--- src/hdl/lpp_pkg.sv ---
// ----------------------------------------------------------------------------
// lpp_pkg
// Shared constants, types and header/rate helpers of the LPCM PES packetizer.
// ----------------------------------------------------------------------------
package lpp_pkg;

  localparam int PACKET_BYTES = 2048;
  localparam int HEADER_BYTES = 32;
  localparam int PAYLOAD_ROOM = PACKET_BYTES - HEADER_BYTES;
  // smallest nonzero subframe: 40 frames, one channel, 16-bit
  localparam int MIN_SUBFRAME = 80;
  localparam int PLEN_W       = $clog2(PACKET_BYTES);
  localparam int SPP_W        = $clog2(PAYLOAD_ROOM / MIN_SUBFRAME + 1);
  localparam int SUB_W        = 14;
  localparam int GROUP_MAX    = 12;
  localparam int GIDX_W       = $clog2(GROUP_MAX);
  localparam int HIDX_W       = $clog2(HEADER_BYTES);
  localparam int FC_W         = 5;
  localparam int QUEUE_DEPTH  = 2;
  localparam int QPTR_W       = $clog2(QUEUE_DEPTH);
  localparam int QCNT_W       = $clog2(QUEUE_DEPTH + 1);
  localparam int CFG_INDEX_W  = 2;
  localparam int CFG_DATA_W   = 4;

  typedef logic [7:0] byte_t;
  typedef logic [GROUP_MAX-1:0][7:0] group_t;

  typedef enum logic [CFG_INDEX_W-1:0] {
    REG_CHANNELS = 2'd0,
    REG_RATE     = 2'd1,
    REG_WIDE     = 2'd2
  } cfg_reg_t;

  typedef enum logic [1:0] {
    BK_IDLE,
    BK_HEADER,
    BK_PAYLOAD
  } back_state_t;

  typedef struct packed {
    logic [3:0] channels;
    logic [2:0] rate;
    logic       wide;
  } cfg_t;

  typedef struct packed {
    logic              busy;
    logic [SPP_W-1:0]  spp;
    logic [PLEN_W-1:0] plen;
  } setup_t;

  // 24-bit regrouping: high/middle pairs of four samples, then low bytes
  localparam logic [GIDX_W-1:0] ORDER24 [GROUP_MAX] = '{
    4'd2, 4'd1, 4'd5, 4'd4, 4'd8, 4'd7, 4'd11, 4'd10, 4'd0, 4'd3, 4'd6, 4'd9
  };

  function automatic logic [7:0] rate_frames(input logic [2:0] code);
    logic [7:0] f;
    case (code)
      3'd0, 3'd3: f = 8'd40;
      3'd1, 3'd4: f = 8'd80;
      3'd2, 3'd5: f = 8'd160;
      default:    f = 8'd0;
    endcase
    return f;
  endfunction

  function automatic byte_t rate_bits(input logic [2:0] code);
    byte_t r;
    case (code)
      3'd1:    r = 8'h10;
      3'd2:    r = 8'h20;
      3'd3:    r = 8'h80;
      3'd4:    r = 8'h90;
      3'd5:    r = 8'hA0;
      default: r = 8'h00;
    endcase
    return r;
  endfunction

  function automatic byte_t hdr_byte(input logic [HIDX_W-1:0] idx,
                                     input logic [PLEN_W-1:0] plen,
                                     input logic first,
                                     input logic [FC_W-1:0] fc,
                                     input cfg_t cfg);
    logic [15:0] plen16;
    byte_t b;
    plen16 = 16'(plen) + 16'd26;
    case (idx)
      5'd0:    b = 8'h00;
      5'd1:    b = 8'h00;
      5'd2:    b = 8'h01;
      5'd3:    b = 8'hBD;
      5'd4:    b = plen16[15:8];
      5'd5:    b = plen16[7:0];
      5'd6:    b = 8'h81;
      5'd7:    b = first ? 8'h81 : 8'h01;
      5'd8:    b = 8'h09;
      5'd9:    b = 8'h21;
      5'd10:   b = 8'h00;
      5'd11:   b = 8'h01;
      5'd12:   b = 8'h00;
      5'd13:   b = 8'h01;
      5'd14:   b = first ? 8'h1E : 8'hFF;
      5'd15:   b = first ? 8'h60 : 8'hFF;
      5'd16:   b = first ? 8'h0A : 8'hFF;
      5'd17:   b = 8'hFF;
      5'd18:   b = 8'hA0;
      5'd19:   b = {3'b000, fc};
      5'd20:   b = 8'h00;
      5'd21:   b = 8'h0A;
      5'd22:   b = 8'h00;
      5'd23:   b = 8'h09;
      5'd24:   b = 8'h00;
      5'd25:   b = cfg.wide ? 8'h2F : 8'h0F;
      5'd26:   b = 8'h0F | rate_bits(cfg.rate);
      5'd27:   b = 8'h00;
      5'd28:   b = {4'h0, cfg.channels} - 8'd1;
      5'd29:   b = 8'h80;
      default: b = 8'h00;
    endcase
    return b;
  endfunction

endpackage

--- src/hdl/lpp_setup.sv ---
// ----------------------------------------------------------------------------
// lpp_setup
// Derives subframes per packet and payload length by repeated subtraction.
// ----------------------------------------------------------------------------
module lpp_setup
  import lpp_pkg::*;
(
  input  logic   clk,
  input  logic   rst,
  input  logic   start,
  input  cfg_t   cfg,
  output setup_t info
);

  logic [SUB_W-1:0]  prod;
  logic [SUB_W-1:0]  sub;
  logic [PLEN_W-1:0] rem;
  logic              busy;
  logic [SPP_W-1:0]  spp;
  logic [PLEN_W-1:0] plen;

  assign prod = SUB_W'(rate_frames(cfg.rate)) * SUB_W'(cfg.channels);
  assign sub  = cfg.wide ? (prod + (prod << 1)) : (prod << 1);

  always_ff @(posedge clk) begin
    if (rst || start) begin
      busy <= 1'b1;
      rem  <= PLEN_W'(PAYLOAD_ROOM);
      spp  <= '0;
      plen <= '0;
    end else if (busy) begin
      if (sub != '0 && SUB_W'(rem) >= sub) begin
        rem  <= rem - PLEN_W'(sub);
        spp  <= spp + 1'b1;
        plen <= plen + PLEN_W'(sub);
      end else begin
        busy <= 1'b0;
      end
    end
  end

  assign info.busy = busy;
  assign info.spp  = spp;
  assign info.plen = plen;

endmodule

--- src/hdl/lpp_front.sv ---
// ----------------------------------------------------------------------------
// lpp_front
// Collects input bytes into sample groups and reorders them for output.
// ----------------------------------------------------------------------------
module lpp_front
  import lpp_pkg::*;
(
  input  logic   clk,
  input  logic   rst,
  input  logic   flush,
  input  cfg_t   cfg,
  input  setup_t info,
  input  logic   s_tvalid,
  output logic   s_tready,
  input  byte_t  s_tdata,   // pcm_byte
  input  logic   q_full,
  output logic   push,
  output group_t push_group
);

  group_t            buffer;
  group_t            whole;
  logic [GIDX_W-1:0] fill;
  logic [GIDX_W-1:0] glast;
  logic              spp_zero;
  logic              take;

  assign spp_zero = (info.spp == '0);
  assign s_tready = !info.busy && (spp_zero || !q_full);
  assign take     = s_tvalid && s_tready && !spp_zero;
  assign glast    = cfg.wide ? GIDX_W'(GROUP_MAX - 1) : GIDX_W'(1);
  assign push     = take && (fill == glast);

  always_comb begin
    whole       = buffer;
    whole[fill] = s_tdata;
    push_group  = whole;
    if (cfg.wide) begin
      for (int i = 0; i < GROUP_MAX; i++) begin
        push_group[i] = whole[ORDER24[i]];
      end
    end else begin
      push_group[0] = whole[1];
      push_group[1] = whole[0];
    end
  end

  always_ff @(posedge clk) begin
    if (take) begin
      buffer[fill] <= s_tdata;
    end
  end

  always_ff @(posedge clk) begin
    if (rst || flush) begin
      fill <= '0;
    end else if (take) begin
      fill <= push ? '0 : fill + 1'b1;
    end
  end

endmodule

--- src/hdl/lpp_queue.sv ---
// ----------------------------------------------------------------------------
// lpp_queue
// Short group queue between the collecting front and the emitting back.
// ----------------------------------------------------------------------------
module lpp_queue
  import lpp_pkg::*;
(
  input  logic   clk,
  input  logic   rst,
  input  logic   flush,
  input  logic   push,
  input  group_t push_group,
  output logic   full,
  input  logic   pop,
  output logic   head_valid,
  output group_t head_group
);

  group_t            entries [QUEUE_DEPTH];
  logic [QPTR_W-1:0] wr_ptr;
  logic [QPTR_W-1:0] rd_ptr;
  logic [QCNT_W-1:0] count;

  assign full       = (count == QCNT_W'(QUEUE_DEPTH));
  assign head_valid = (count != '0);
  assign head_group = entries[rd_ptr];

  always_ff @(posedge clk) begin
    if (push) begin
      entries[wr_ptr] <= push_group;
    end
  end

  always_ff @(posedge clk) begin
    if (rst || flush) begin
      wr_ptr <= '0;
      rd_ptr <= '0;
      count  <= '0;
    end else begin
      if (push) begin
        wr_ptr <= wr_ptr + 1'b1;
      end
      if (pop) begin
        rd_ptr <= rd_ptr + 1'b1;
      end
      if (push && !pop) begin
        count <= count + 1'b1;
      end else if (pop && !push) begin
        count <= count - 1'b1;
      end
    end
  end

endmodule

--- src/hdl/lpp_back.sv ---
// ----------------------------------------------------------------------------
// lpp_back
// Emits packet headers and queued payload groups through an output register.
// ----------------------------------------------------------------------------
module lpp_back
  import lpp_pkg::*;
(
  input  logic   clk,
  input  logic   rst,
  input  logic   flush,
  input  cfg_t   cfg,
  input  setup_t info,
  input  logic   head_valid,
  input  group_t head_group,
  output logic   pop,
  output logic   m_tvalid,
  input  logic   m_tready,
  output byte_t  m_tdata,   // out_byte
  output logic   m_tlast    // packet_last
);

  back_state_t       state, state_next;
  logic [HIDX_W-1:0] idx, idx_next;
  logic [PLEN_W-1:0] count, count_next;
  logic [PLEN_W-1:0] count_inc;
  logic              first, first_next;
  logic [FC_W-1:0]   fc, fc_next;
  logic              load;
  byte_t             byte_next;
  logic              last_next;
  logic              advance;
  logic [HIDX_W-1:0] glast;

  assign advance   = !m_tvalid || m_tready;
  assign glast     = cfg.wide ? HIDX_W'(GROUP_MAX - 1) : HIDX_W'(1);
  assign count_inc = count + 1'b1;

  always_ff @(posedge clk) begin
    if (rst || flush) begin
      state <= BK_IDLE;
      idx   <= '0;
      count <= '0;
      first <= 1'b1;
      fc    <= '0;
    end else begin
      state <= state_next;
      idx   <= idx_next;
      count <= count_next;
      first <= first_next;
      fc    <= fc_next;
    end
  end

  always_comb begin
    state_next = state;
    idx_next   = idx;
    count_next = count;
    first_next = first;
    fc_next    = fc;
    pop        = 1'b0;
    load       = 1'b0;
    byte_next  = '0;
    last_next  = 1'b0;
    case (state)
      BK_IDLE: begin
        if (head_valid) begin
          state_next = (count == '0) ? BK_HEADER : BK_PAYLOAD;
          idx_next   = '0;
        end
      end
      BK_HEADER: begin
        if (advance) begin
          load      = 1'b1;
          byte_next = hdr_byte(idx, info.plen, first, fc, cfg);
          if (idx == HIDX_W'(HEADER_BYTES - 1)) begin
            state_next = BK_PAYLOAD;
            idx_next   = '0;
            first_next = 1'b0;
            fc_next    = fc + FC_W'(info.spp);
          end else begin
            idx_next = idx + 1'b1;
          end
        end
      end
      BK_PAYLOAD: begin
        if (advance) begin
          load       = 1'b1;
          byte_next  = head_group[idx[GIDX_W-1:0]];
          last_next  = (count_inc >= info.plen);
          count_next = last_next ? '0 : count_inc;
          if (idx == glast) begin
            pop        = 1'b1;
            state_next = BK_IDLE;
            idx_next   = '0;
          end else begin
            idx_next = idx + 1'b1;
          end
        end
      end
      default: begin
        state_next = BK_IDLE;
      end
    endcase
  end

  always_ff @(posedge clk) begin
    if (rst || flush) begin
      m_tvalid <= 1'b0;
    end else if (load) begin
      m_tvalid <= 1'b1;
    end else if (m_tready) begin
      m_tvalid <= 1'b0;
    end
  end

  always_ff @(posedge clk) begin
    if (load) begin
      m_tdata <= byte_next;
      m_tlast <= last_next;
    end
  end

endmodule

--- src/hdl/lpcm_pes_packetizer.sv ---
// ----------------------------------------------------------------------------
// lpcm_pes_packetizer
// Packs little-endian PCM bytes into DVD LPCM PES packets, one byte out each.
// ----------------------------------------------------------------------------
// path: a group's first byte reaches m_tdata through the queue, the back's idle state
//   and the output register, after the 32 header bytes when the group opens a packet
// throughput: one output byte per cycle while m_tready holds, with an idle state between
//   groups; input takes one byte per cycle while the two-group queue has room
// reset and each write to a listed register clear the stream and derive the packet
//   size by repeated subtraction, with s_tready low
module lpcm_pes_packetizer
  import lpp_pkg::*;
(
  input  logic                   clk,
  input  logic                   rst,
  input  logic                   cfg_valid,
  output logic                   cfg_ready,
  input  logic [CFG_INDEX_W-1:0] cfg_index,
  input  logic [CFG_DATA_W-1:0]  cfg_data,
  input  logic                   s_tvalid,
  output logic                   s_tready,
  input  byte_t                  s_tdata,   // [7:0] pcm_byte
  output logic                   m_tvalid,
  input  logic                   m_tready,
  output byte_t                  m_tdata,   // [7:0] out_byte
  output logic                   m_tlast    // packet_last
);

  cfg_t   cfg;
  setup_t info;
  logic   cfg_write;
  logic   restart;
  logic   q_push;
  group_t q_push_group;
  logic   q_full;
  logic   q_pop;
  logic   q_head_valid;
  group_t q_head_group;

  assign cfg_ready = 1'b1;
  assign cfg_write = cfg_valid && cfg_ready;
  // indexes beyond the register list are taken and ignored
  assign restart   = cfg_write && (cfg_index == REG_CHANNELS || cfg_index == REG_RATE ||
                                   cfg_index == REG_WIDE);

  always_ff @(posedge clk) begin
    if (rst) begin
      cfg.channels <= 4'd2;
      cfg.rate     <= 3'd0;
      cfg.wide     <= 1'b0;
    end else if (cfg_write) begin
      case (cfg_reg_t'(cfg_index))
        REG_CHANNELS: cfg.channels <= cfg_data[3:0];
        REG_RATE:     cfg.rate     <= cfg_data[2:0];
        REG_WIDE:     cfg.wide     <= cfg_data[0];
        default:      ;
      endcase
    end
  end

  lpp_setup u_setup (
    .clk   (clk),
    .rst   (rst),
    .start (restart),
    .cfg   (cfg),
    .info  (info)
  );

  lpp_front u_front (
    .clk        (clk),
    .rst        (rst),
    .flush      (restart),
    .cfg        (cfg),
    .info       (info),
    .s_tvalid   (s_tvalid),
    .s_tready   (s_tready),
    .s_tdata    (s_tdata),
    .q_full     (q_full),
    .push       (q_push),
    .push_group (q_push_group)
  );

  lpp_queue u_queue (
    .clk        (clk),
    .rst        (rst),
    .flush      (restart),
    .push       (q_push),
    .push_group (q_push_group),
    .full       (q_full),
    .pop        (q_pop),
    .head_valid (q_head_valid),
    .head_group (q_head_group)
  );

  lpp_back u_back (
    .clk        (clk),
    .rst        (rst),
    .flush      (restart),
    .cfg        (cfg),
    .info       (info),
    .head_valid (q_head_valid),
    .head_group (q_head_group),
    .pop        (q_pop),
    .m_tvalid   (m_tvalid),
    .m_tready   (m_tready),
    .m_tdata    (m_tdata),
    .m_tlast    (m_tlast)
  );

`ifndef SYNTHESIS
  a_no_input_while_sizing: assert property (@(posedge clk) disable iff (rst)
    info.busy |-> !s_tready)
    else $error("input taken while packet size is being derived");

  a_no_queue_overflow: assert property (@(posedge clk) disable iff (rst)
    q_push |-> (!q_full || q_pop))
    else $error("group pushed into a full queue");

  a_restart_clears_output: assert property (@(posedge clk) disable iff (rst)
    restart |=> !m_tvalid)
    else $error("output still valid after stream restart");
`endif

endmodule

--- config.mk ---
export PLATFORM = sky130hd
export DESIGN_NAME = lpcm_pes_packetizer
export DESIGN_NICKNAME = d
export VERILOG_FILES = /design/src/hdl/lpp_pkg.sv /design/src/hdl/lpp_setup.sv /design/src/hdl/lpp_front.sv /design/src/hdl/lpp_queue.sv /design/src/hdl/lpp_back.sv /design/src/hdl/lpcm_pes_packetizer.sv
export SDC_FILE = /design/constraint.sdc
export NUM_CORES = 1
export LEC_CHECK = 0
export BUFFER_PORTS_ARGS = -buffer_cell sky130_fd_sc_hd__clkbuf_2
export CAP_MARGIN = 25
export CORE_MARGIN = 2
export CORE_UTILIZATION = 59
export DETAILED_ROUTE_END_ITERATION = 10
export GPL_ROUTABILITY_DRIVEN = 0
export PLACE_DENSITY = 0.75
export SLEW_MARGIN = 15
export SYNTH_ARGS = -nofsm -noshare
export SYNTH_HDL_FRONTEND = slang
export SYNTH_SLANG_ARGS = --single-unit
--- constraint.sdc ---
create_clock -name clk -period 45.8 [get_ports clk]
set_input_delay 4.58 -clock clk [delete_from_list [all_inputs] [get_ports clk]]
set_output_delay 4.58 -clock clk [all_outputs]
set_load 0.01 [all_outputs]
==> flow_summary.toml, run 1 <==
[worst_setup_path]
timing.rr.end = "u_setup.rem[4]"
worstPathRequired_ns = 46.22
crit_path_end_kind = "flip-flop"
path_common_cell = "inv_1"
critPathMaxStageDelay_ns = 0.76
crit_slowest_cell = "a21oi_1"
path_class = "flip-flop to flip-flop"
start_kind = "flip-flop"
crit_fanout = 12
crit_family = "compound AO/OA/AOI/OAI gates"
crit_arrival_ns = 7.94
rr_startpoint = "cfg[2]"
reg2reg_depth = 25
ff2ff_setup_slack_ns = 38.28
cp_num_buf_inv = 4

[floorplan]
io_pins = 31
core_area_sq_um = 31500
die_w_um = 183
die_area_sq_um = 33400
core.rowCount = 65
die_h_um = 183
start_util_pct = 59.9

[drt]
post_drt_via_cell_ratio = 6.12
finalWirelength_um = 39500
drt_iter0_drc = 899
drc = 0
dr.pass1.iters = 5
num_vias = 11853
ant_nets = 0
avgRoutedWirePerCell_um = 20.4

[clock_network]
hold_buffers = 0
cts.sinks = 361
post_cts_buffers = 0
ctsHtreeMaxLevel = 2
numCtsBuffers = 39
tritoncts = "yes"
cts-root-buf = "clkbuf_16"
clockBufferDepth = 3
cts_resized = 0
clkSlewWorstSetupHoldPaths_ns = 0.06
clock_latency_ns = 0.53

[yosys]
yosysTopAreaCellShare_pct = 47.3
synth_cells = 1500
synth_flop_cell = "edfxtp_1"
synth.distinct_cells = 75
syn_area_sq_um = 18800
ys_seq_area_share_pct = 54.1
yosysWarningCount = 0
synth_edf_count = 297
yosys-top-cells-area = "edfxtp_1 (47%), mux2i_1 (11%), dfxtp_1 (6.8%)"
synth_seq_cells = 361
syn_area_per_cell_sq_um = 12.6
synth_nets = 1597
yosysTopAreaCell = "edfxtp_1"
ys_async_sr_fraction_pct = 0

[place]
dp_slack_ns = 38.16
dp_cells = 1872
place_hpwl_um = 25800
port_buffers = 29

[timing]
relSlewSlack_pct = 32.6
tns_ns = 0
tightest_slew_ns = 1.01
layout_setup_ws_ns = 38.28
slew_viol_final = 0
clock-skew-final_ns = 0.0151
setup_viol = 0
rsz0062_at_grt = "no"
fmax_mhz = 133
post-route-period-util_pct = 16.4
final_hold_viol_count = 0
period_needed_ns = 7.52

[hold_path]
holdPathStages = 2
min_path_type = "flip-flop to flip-flop"
min_from = "u_queue.rd_ptr"
hold_path_end = "u_queue.rd_ptr"

[finish]
finalNetCount = 1610
final_cell_count_no_fill = 1937
syn2layout_area_growth_pct = 8.69
final_cell_mix = "edfxtp_1 (297), mux2i_1 (212), inv_1 (159), a21oi_1 (74), nor2_1 (72)"
diodes = 0
final_common_cell = "edfxtp_1"
drive_above_1_share_pct = 11.3

[power]
power_leakage_nw = 7.82
power.density_nw_per_um2 = 36.0
peakVddDrop_v = 0.0000364

[status]
status = "finished clean"

[grt]
first_global_vias = 11789
grt_max_degree = 61
overflow = 0
antenna_found_initial = 0
grt_usage_pct = 24.0
grt_pass1_wl_um = 62700

[job]
max_cap_violations = 0
power breakdown:
part,internal (mW),switching (mW)
clock,0.158,0.122
combinational,0.0354,0.0541
sequential,0.361,0.00635
sequential cells by signal (all words and copies together), names as in the netlist, 4 cells and up, named ones only:
| signal | flops |
|---|---|
| u_back.fc | 5 |
| u_setup.spp | 5 |
| u_queue.entries | 192 |
| u_back.count | 11 |
| u_back.idx | 5 |
| u_back.m_tdata | 8 |
| u_front.buffer | 96 |
| cfg | 8 |
| u_setup.rem | 8 |
| u_setup.plen | 8 |
| u_front.fill | 4 |
final cells by class:
cell class / instances / area (sq um)
Fill cell: 2279 / 11000
Sequential cell: 361 / 10200
Multi-Input combinational cell: 905 / 7770
Clock buffer: 48 / 1020
Inverter: 163 / 612
Tap cell: 402 / 503
Timing Repair Buffer: 43 / 268
Clock inverter: 15 / 97.6
logic make-up (layout without fill, tap and decap cells):
kind of cell               Yosys count  count (layout)  synth area share (%)
DFF                                361             361                  54.1
and+or+nand+nor                    278             278                  7.55
muxes                              270             270                  18.1
buffers and inverters              234             269                  4.71
AOI/OAI and AO/OA                  233             233                  7.83
adders and majority gates           78              78                  5.54
xor gates and xnor gates            45              45                  2.13
other                                1               1                0.0199
metrics by stage:
step                total power [mW]  hold WS [ns]  util (%)  area, sq um
floorplan                      0.444         0.467         -        18800
global placement               0.459         0.485      61.4        19300
detailed placement             0.463         0.487      61.4        19300
CTS                            0.742         0.503      65.0        20400
global route                   0.767         0.528      65.1        20500
finish                         0.737         0.500      65.1        20500
Yosys cell counts (all sizes together) (32+ instances only):
master	number
clkbuf	60
mux2i	212
ha	69
dfxtp	64
inv	161
a21oi	74
mux4	56
o21ai	61
nand2	56
nor2	73
nand3	32
edfxtp	297
worst reg2reg max path, stage by stage, from the launching register on:
cell      delay, ns
dfxtp_1        0.43
nand2b_1       0.11
mux2i_1        0.38
and2_1         0.24
nor2_1         0.06
fa_1           0.49
inv_1          0.05
fa_1           0.56
inv_1          0.06
fa_1           0.45
nor2b_1        0.22
o22ai_2        0.13
xor2_2         0.35
inv_1          0.16
ha_1           0.38
a21oi_1        0.36
o221ai_1       0.19
a221oi_1       0.38
inv_1          0.09
ha_1           0.36
nand4_1        0.11
nand4b_1       0.10
o311ai_1       0.14
a21oi_1        0.76
nand2_1        0.42
o41ai_1        0.43
metal layers:
metal  global-route usage [%]  up-vias  wire [um]
met5                        0        -          0
met4                     8.00        0       1200
met3                     3.63       85       2160
li1                         -     5546          -
met1                     32.6     5894      17100
met2                     39.9      328      19000
worst max-delay path by stage:
stage | startpoint | endpoint | cells after the start
after CTS | cfg[2] | u_setup.rem[4] | 25
final | cfg[2] | u_setup.rem[4] | 25
after global placement | s_tvalid | u_queue.entries[0][14] | 7
after detailed placement | s_tvalid | u_queue.entries[0][6] | 7
after floorplan | s_tvalid | u_queue.entries[0][0] | 4
after global routing | cfg[2] | u_setup.rem[4] | 25
Power figures use the tool's default switching activity.
==> run 2: changes to the inputs <==
==> constraint.sdc (replaced) <==
create_clock -name clk -period 7.31 [get_ports clk]
set_input_delay 0.731 -clock clk [delete_from_list [all_inputs] [get_ports clk]]
set_output_delay 0.731 -clock clk [all_outputs]
set_load 0.01 [all_outputs]
==> run 2 against run 1 <==
  * Via count rose by 0.64%
  * Largest cell class unchanged
  * Power rose to 6.5 times the previous value
  * Clock skew rose by 0.0048 ns
  * Worst setup slack got worse by 38 ns
  * First-iteration DRC count rose by 9.3%
  * Non-clock buffer count rose by 4
  * Global-route usage rose by 0.29 points
  * Critical path type unchanged
  * Register-to-register slack got worse by 38 ns
  * Sequential power rose to 6.3 times the previous value
  * Combinational power rose to 6.6 times the previous value
  * Critical endpoint unchanged
  * Largest power group unchanged
==> flow_summary.toml, run 2 (synthesis gave the netlist of run 1 again) <==
[timing]
clock-skew-final_ns = 0.0199
final_hold_viol_count = 0
setup_viol = 0
tns_ns = 0
period_needed_ns = 6.72
slew_viol_final = 0
rsz0062_at_grt = "no"
tightest_slew_ns = 1.04
fmax_mhz = 149
relSlewSlack_pct = 30.5
post-route-period-util_pct = 91.9

[power]
p_total_mw = 4.77
power_leakage_nw = 7.89
power.density_nw_per_um2 = 231
peakVddDrop_v = 0.000252

[worst_setup_path]
critPathMaxStageDelay_ns = 0.53
path_class = "flip-flop to flip-flop"
worstPathRequired_ns = 7.74
startpoint = "cfg[2]"
crit_path_end_kind = "flip-flop"
rr_startpoint = "cfg[2]"
crit_arrival_ns = 7.15
crit_family = "adder cells"
cp.depth = 28
cp_num_buf_inv = 4
crit_fanout = 12
reg2reg_depth = 28
crit_end = "u_setup.rem[4]"
timing.rr.end = "u_setup.rem[4]"
start_kind = "flip-flop"
crit_slowest_cell = "fa_1"
ff2ff_setup_slack_ns = 0.59

[finish]
final_common_cell = "edfxtp_1"
syn2layout_area_growth_pct = 9.68
final_cell_mix = "edfxtp_1 (297), mux2i_1 (211), inv_1 (159), a21oi_1 (73), nor2_1 (72)"
top_register = "u_queue.entries"
largest_reg_flops = 192
top_regs = "u_queue.entries: 192 flops, u_front.buffer: 96 flops, u_back.count: 11 flops"
drive_above_1_share_pct = 11.6
finalNetCount = 1614

[floorplan]
core.rowCount = 65
io_pins = 31
core_area_sq_um = 31500
die_w_um = 183
die_area_sq_um = 33400
start_util_pct = 59.9
die_h_um = 183

[clock_network]
cts_resized = 0
clkSlewWorstSetupHoldPaths_ns = 0.06
clock_latency_ns = 0.54
clockBufferDepth = 3
hold_buffers = 0
tritoncts = "yes"
ctsHtreeMaxLevel = 2
numCtsBuffers = 39
cts.sinks = 361
post_cts_buffers = 0
cts-root-buf = "clkbuf_16"

[grt]
grt_pass1_wl_um = 63400
antenna_found_initial = 1
grtUsageMet2_pct = 40.6
first_global_vias = 11940
use_met3_pct = 3.85
use_met1_pct = 32.4
overflow = 0
top_usage_layer = "met2"
grt_max_degree = 64
grt_usage_pct = 24.3

[hold_path]
min_path_type = "input pin to flip-flop"
min_from = "cfg_data[1]"

[job]
max_cap_violations = 0

[drt]
post_drt_via_cell_ratio = 6.12
dr.pass1.iters = 5
drc = 0
avgRoutedWirePerCell_um = 20.5
drt_iter0_drc = 983
ant_nets = 0
finalWirelength_um = 40000
num_vias = 11929

[place]
port_buffers = 29
place_hpwl_um = 26300

[status]
status = "finished clean"
==> run 2: cell types whose count changed in the layout (fill, tap and decap cells not counted), moves of 2 or more <==
cell       delta
clkinv_8      -2
clkbuf_1      +5
buf_4         +3
bufinv_16     +3
clkinv_1      +2
==> run 2: layout make-up <==
cell class,instances,area [sq um]
antenna,1,2.50
inverter,163,612
timing repair buffer,47,333
sequential,361,10200
tap,402,503
fill,2335,10800
clock buffer,52,1020
clock inverter,18,183
multi-input combinational,905,7800
==> run 2: worst min-delay path by stage <==
stage,endpoint,slack (ns),cells after the start
final,cfg[5],0.43,2
after global routing,cfg[5],0.44,2
after CTS,cfg[5],0.41,2
after detailed placement,u_queue.rd_ptr,0.49,2
after global placement,u_queue.count[1],0.48,2
after floorplan,u_queue.count[1],0.47,2
==> run 2: metrics by stage <==
step	hold slack [ns]	std cells	setup WS [ns]	util [%]	instance area, sq um
finish	0.426	1949	0.591	65.7	20700
global route	0.445	1949	0.0176	65.7	20700
CTS	0.414	1946	0.306	65.4	20600
detailed placement	0.493	1876	0.318	61.6	19400
global placement	0.483	1875	0.657	61.5	19400
floorplan	0.467	1500	0.648	-	18900
==> run 2: report_power, final <==
group	total (mW)	internal (mW)	switching, mW
clock network	1.88	1.10	0.785
logic	0.589	0.235	0.354
registers	2.30	2.26	0.0387
==> run 2: metal layers <==
metal  part of all wire [%]  routed length, um  vias to the layer above
met5                      0                  0                        -
met2                     49              19400                      338
met1                     43              17100                     5919
met3                    5.5               2190                       86
met4                    3.2               1290                        0
li1                       -                  -                     5586
==> run 2: worst reg2reg max path: cells and delay by family (launching register included) <==
kind / cells / cell delay [ns]
AOI/OAI and AO/OA: 9 / 1.78
xor gates and xnor gates: 1 / 0.22
adders and majority gates: 5 / 2.12
buffers and inverters: 4 / 0.39
DFF: 1 / 0.45
and+or+nand+nor: 9 / 1.66
==> run 3: changes to the inputs <==
--- a/config.mk
+++ b/config.mk
@@ -8,10 +8,11 @@
 export BUFFER_PORTS_ARGS = -buffer_cell sky130_fd_sc_hd__clkbuf_2
 export CAP_MARGIN = 25
 export CORE_MARGIN = 2
-export CORE_UTILIZATION = 59
+export CORE_UTILIZATION = 25
+export CTS_CLUSTER_DIAMETER = 60
 export DETAILED_ROUTE_END_ITERATION = 10
 export GPL_ROUTABILITY_DRIVEN = 0
-export PLACE_DENSITY = 0.75
+export PLACE_DENSITY = 0.42
 export SLEW_MARGIN = 15
 export SYNTH_ARGS = -nofsm -noshare
 export SYNTH_HDL_FRONTEND = slang
==> run 3 against run 2 <==
  * Core utilization decreased by 37 points
  * Power increased by 4.1%
  * Worst setup slack got worse by 0.18 ns
  * Die area increased by 130%
  * Fmax decreased by 2.6%
  * Sequential share of layout area decreased by 2.0 points
  * Largest cell class unchanged
  * Largest power group unchanged
==> flow_summary.toml, run 3 (synthesis gave the netlist of run 1 again) <==
[drt]
drt_iter0_drc = 656
ant_nets = 0
drc = 0
num_vias = 11625
post_drt_via_cell_ratio = 4.60
avgRoutedWirePerCell_um = 19.2
finalWirelength_um = 48700
dr.pass1.iters = 5

[power]
peakVddDrop_v = 0.000134
power_leakage_nw = 7.97
power.density_nw_per_um2 = 231

[clock_network]
post_cts_buffers = 0
clock_latency_ns = 0.59
cts_resized = 0
hold_buffers = 0
cts-root-buf = "clkbuf_16"
numCtsBuffers = 43
ctsHtreeMaxLevel = 2
cts.sinks = 361
clkSlewWorstSetupHoldPaths_ns = 0.06
tritoncts = "yes"
clockBufferDepth = 3

[timing]
tightest_slew_ns = 1.05
tns_ns = 0
post-route-period-util_pct = 94.3
setup_viol = 0
slew_viol_final = 0
relSlewSlack_pct = 29.6
hold_slack_ns = 0.378
period_needed_ns = 6.90
fmax_mhz = 145
clock-skew-final_ns = 0.0232
final_hold_viol_count = 0
rsz0062_at_grt = "no"

[hold_path]
min_path_type = "input pin to flip-flop"

[finish]
final_cell_count_no_fill = 2529
drive_above_1_share_pct = 12.2
finalNetCount = 1623
syn2layout_area_growth_pct = 14.2
fillCellCount = 7690
top_register = "u_queue.entries"
diodes = 0
final_common_cell = "edfxtp_1"
final_cell_mix = "edfxtp_1 (297), mux2i_1 (211), inv_1 (159), a21oi_1 (73), nor2_1 (72)"
finish.utilization_pct = 28.9
largest_reg_flops = 192
stdcell_area_sq_um = 21500
top_regs = "u_queue.entries: 192 flops, u_front.buffer: 96 flops, u_back.count: 11 flops"

[worst_setup_path]
start_kind = "flip-flop"
worstPathRequired_ns = 7.82
crit_arrival_ns = 7.40
crit_fanout = 16
cp_num_buf_inv = 3
crit_slowest_cell = "or4_1"
path_class = "flip-flop to flip-flop"
crit_path_end_kind = "flip-flop"
critPathMaxStageDelay_ns = 0.53
crit_family = "adder cells"

[floorplan]
core.rowCount = 100
die_h_um = 279
core_area_sq_um = 74600
die_w_um = 279
start_util_pct = 25.3
die_area_sq_um = 77600
io_pins = 31

[status]
status = "finished clean"

[place]
dp_cells = 2447
port_buffers = 29
place_hpwl_um = 31400
place_area_sq_um = 20100

[grt]
antenna_found_initial = 0
grt_usage_pct = 12.5
grt_pass1_wl_um = 74100
overflow = 0
grt_max_degree = 72
first_global_vias = 11955

[job]
max_cap_violations = 0
[run 3: cell types whose count changed in the layout (fill, tap and decap cells not counted), sizes merged]
| cell | change |
|---|---|
| clkbuf | +6 |
| buf | +5 |
| inv | +2 |
| bufinv | -1 |
| clkinv | +1 |
| clkinvlp | +1 |
| diode | -1 |
[run 3: where the power goes]
group	leakage [nW]	switching, mW	internal (mW)
clock network	0.634	0.888	1.17
logic	4.16	0.364	0.241
registers	3.17	0.0418	2.26
[run 3: metrics by stage]
| stage | power [mW] | setup WS, ns |
|---|---|---|
| 3_3_place_gp | 2.93 | 0.568 |
| 4_1_cts | 5.04 | 0.303 |
| 3_5_place_dp | 2.94 | 0.326 |
| 6_report | 4.97 | 0.413 |
| 2_1_floorplan | 2.78 | 0.648 |
| 5_1_grt | 5.19 | 0.0126 |
[run 3: final timing paths]
path	from	slack, ns	to	depth (start not counted)
worst max-delay path	cfg[2]	0.41	u_setup.spp[3]	27
worst min register to register	u_setup.rem[9]	0.50	u_setup.rem[9]	2
worst max register to register	cfg[2]	0.41	u_setup.spp[3]	27
worst min-delay path	cfg_data[1]	0.38	cfg[5]	2
[run 3: metal layers]
metal / track usage [%] / routed length, um / vias up
met3: 2.03 / 1490 / 63
met2: 21.2 / 23200 / 143
met5: 0 / 0 / -
met1: 16.5 / 22900 / 5823
met4: 3.45 / 1010 / 0
li1: - / - / 5596
[run 3: worst register-to-register path, stage by stage, from the launching register on]
cell and delay, ns:
dfxtp_1 0.44, xor2_1 0.23, nor2_1 0.10, and2_1 0.18, or2_2 0.31, fa_1 0.50
inv_1 0.05, fa_1 0.52, inv_1 0.04, ha_1 0.36, a21oi_1 0.19, a21oi_1 0.14
nor2_2 0.34, ha_1 0.36, o21a_1 0.14, and2_1 0.19, o21ai_1 0.12, or3_1 0.15
o221ai_1 0.11, a221oi_1 0.42, inv_1 0.09, ha_1 0.36, nand4_1 0.12, nand4b_1 0.10
o311ai_1 0.15, a21o_1 0.40, or4_1 0.54, a21oi_1 0.14
[run 3: cell type report]
class | count | area [sq um] | share of cell area (%)
flip-flops and latches | 361 | 10200 | 47.4
multi-input cells | 905 | 7800 | 36.2
well taps | 969 | 1210 | 5.63
clock buffers | 58 | 1130 | 5.26
inverters | 163 | 612 | 2.84
repair buffers | 52 | 365 | 1.70
clock inverters | 21 | 191 | 0.890
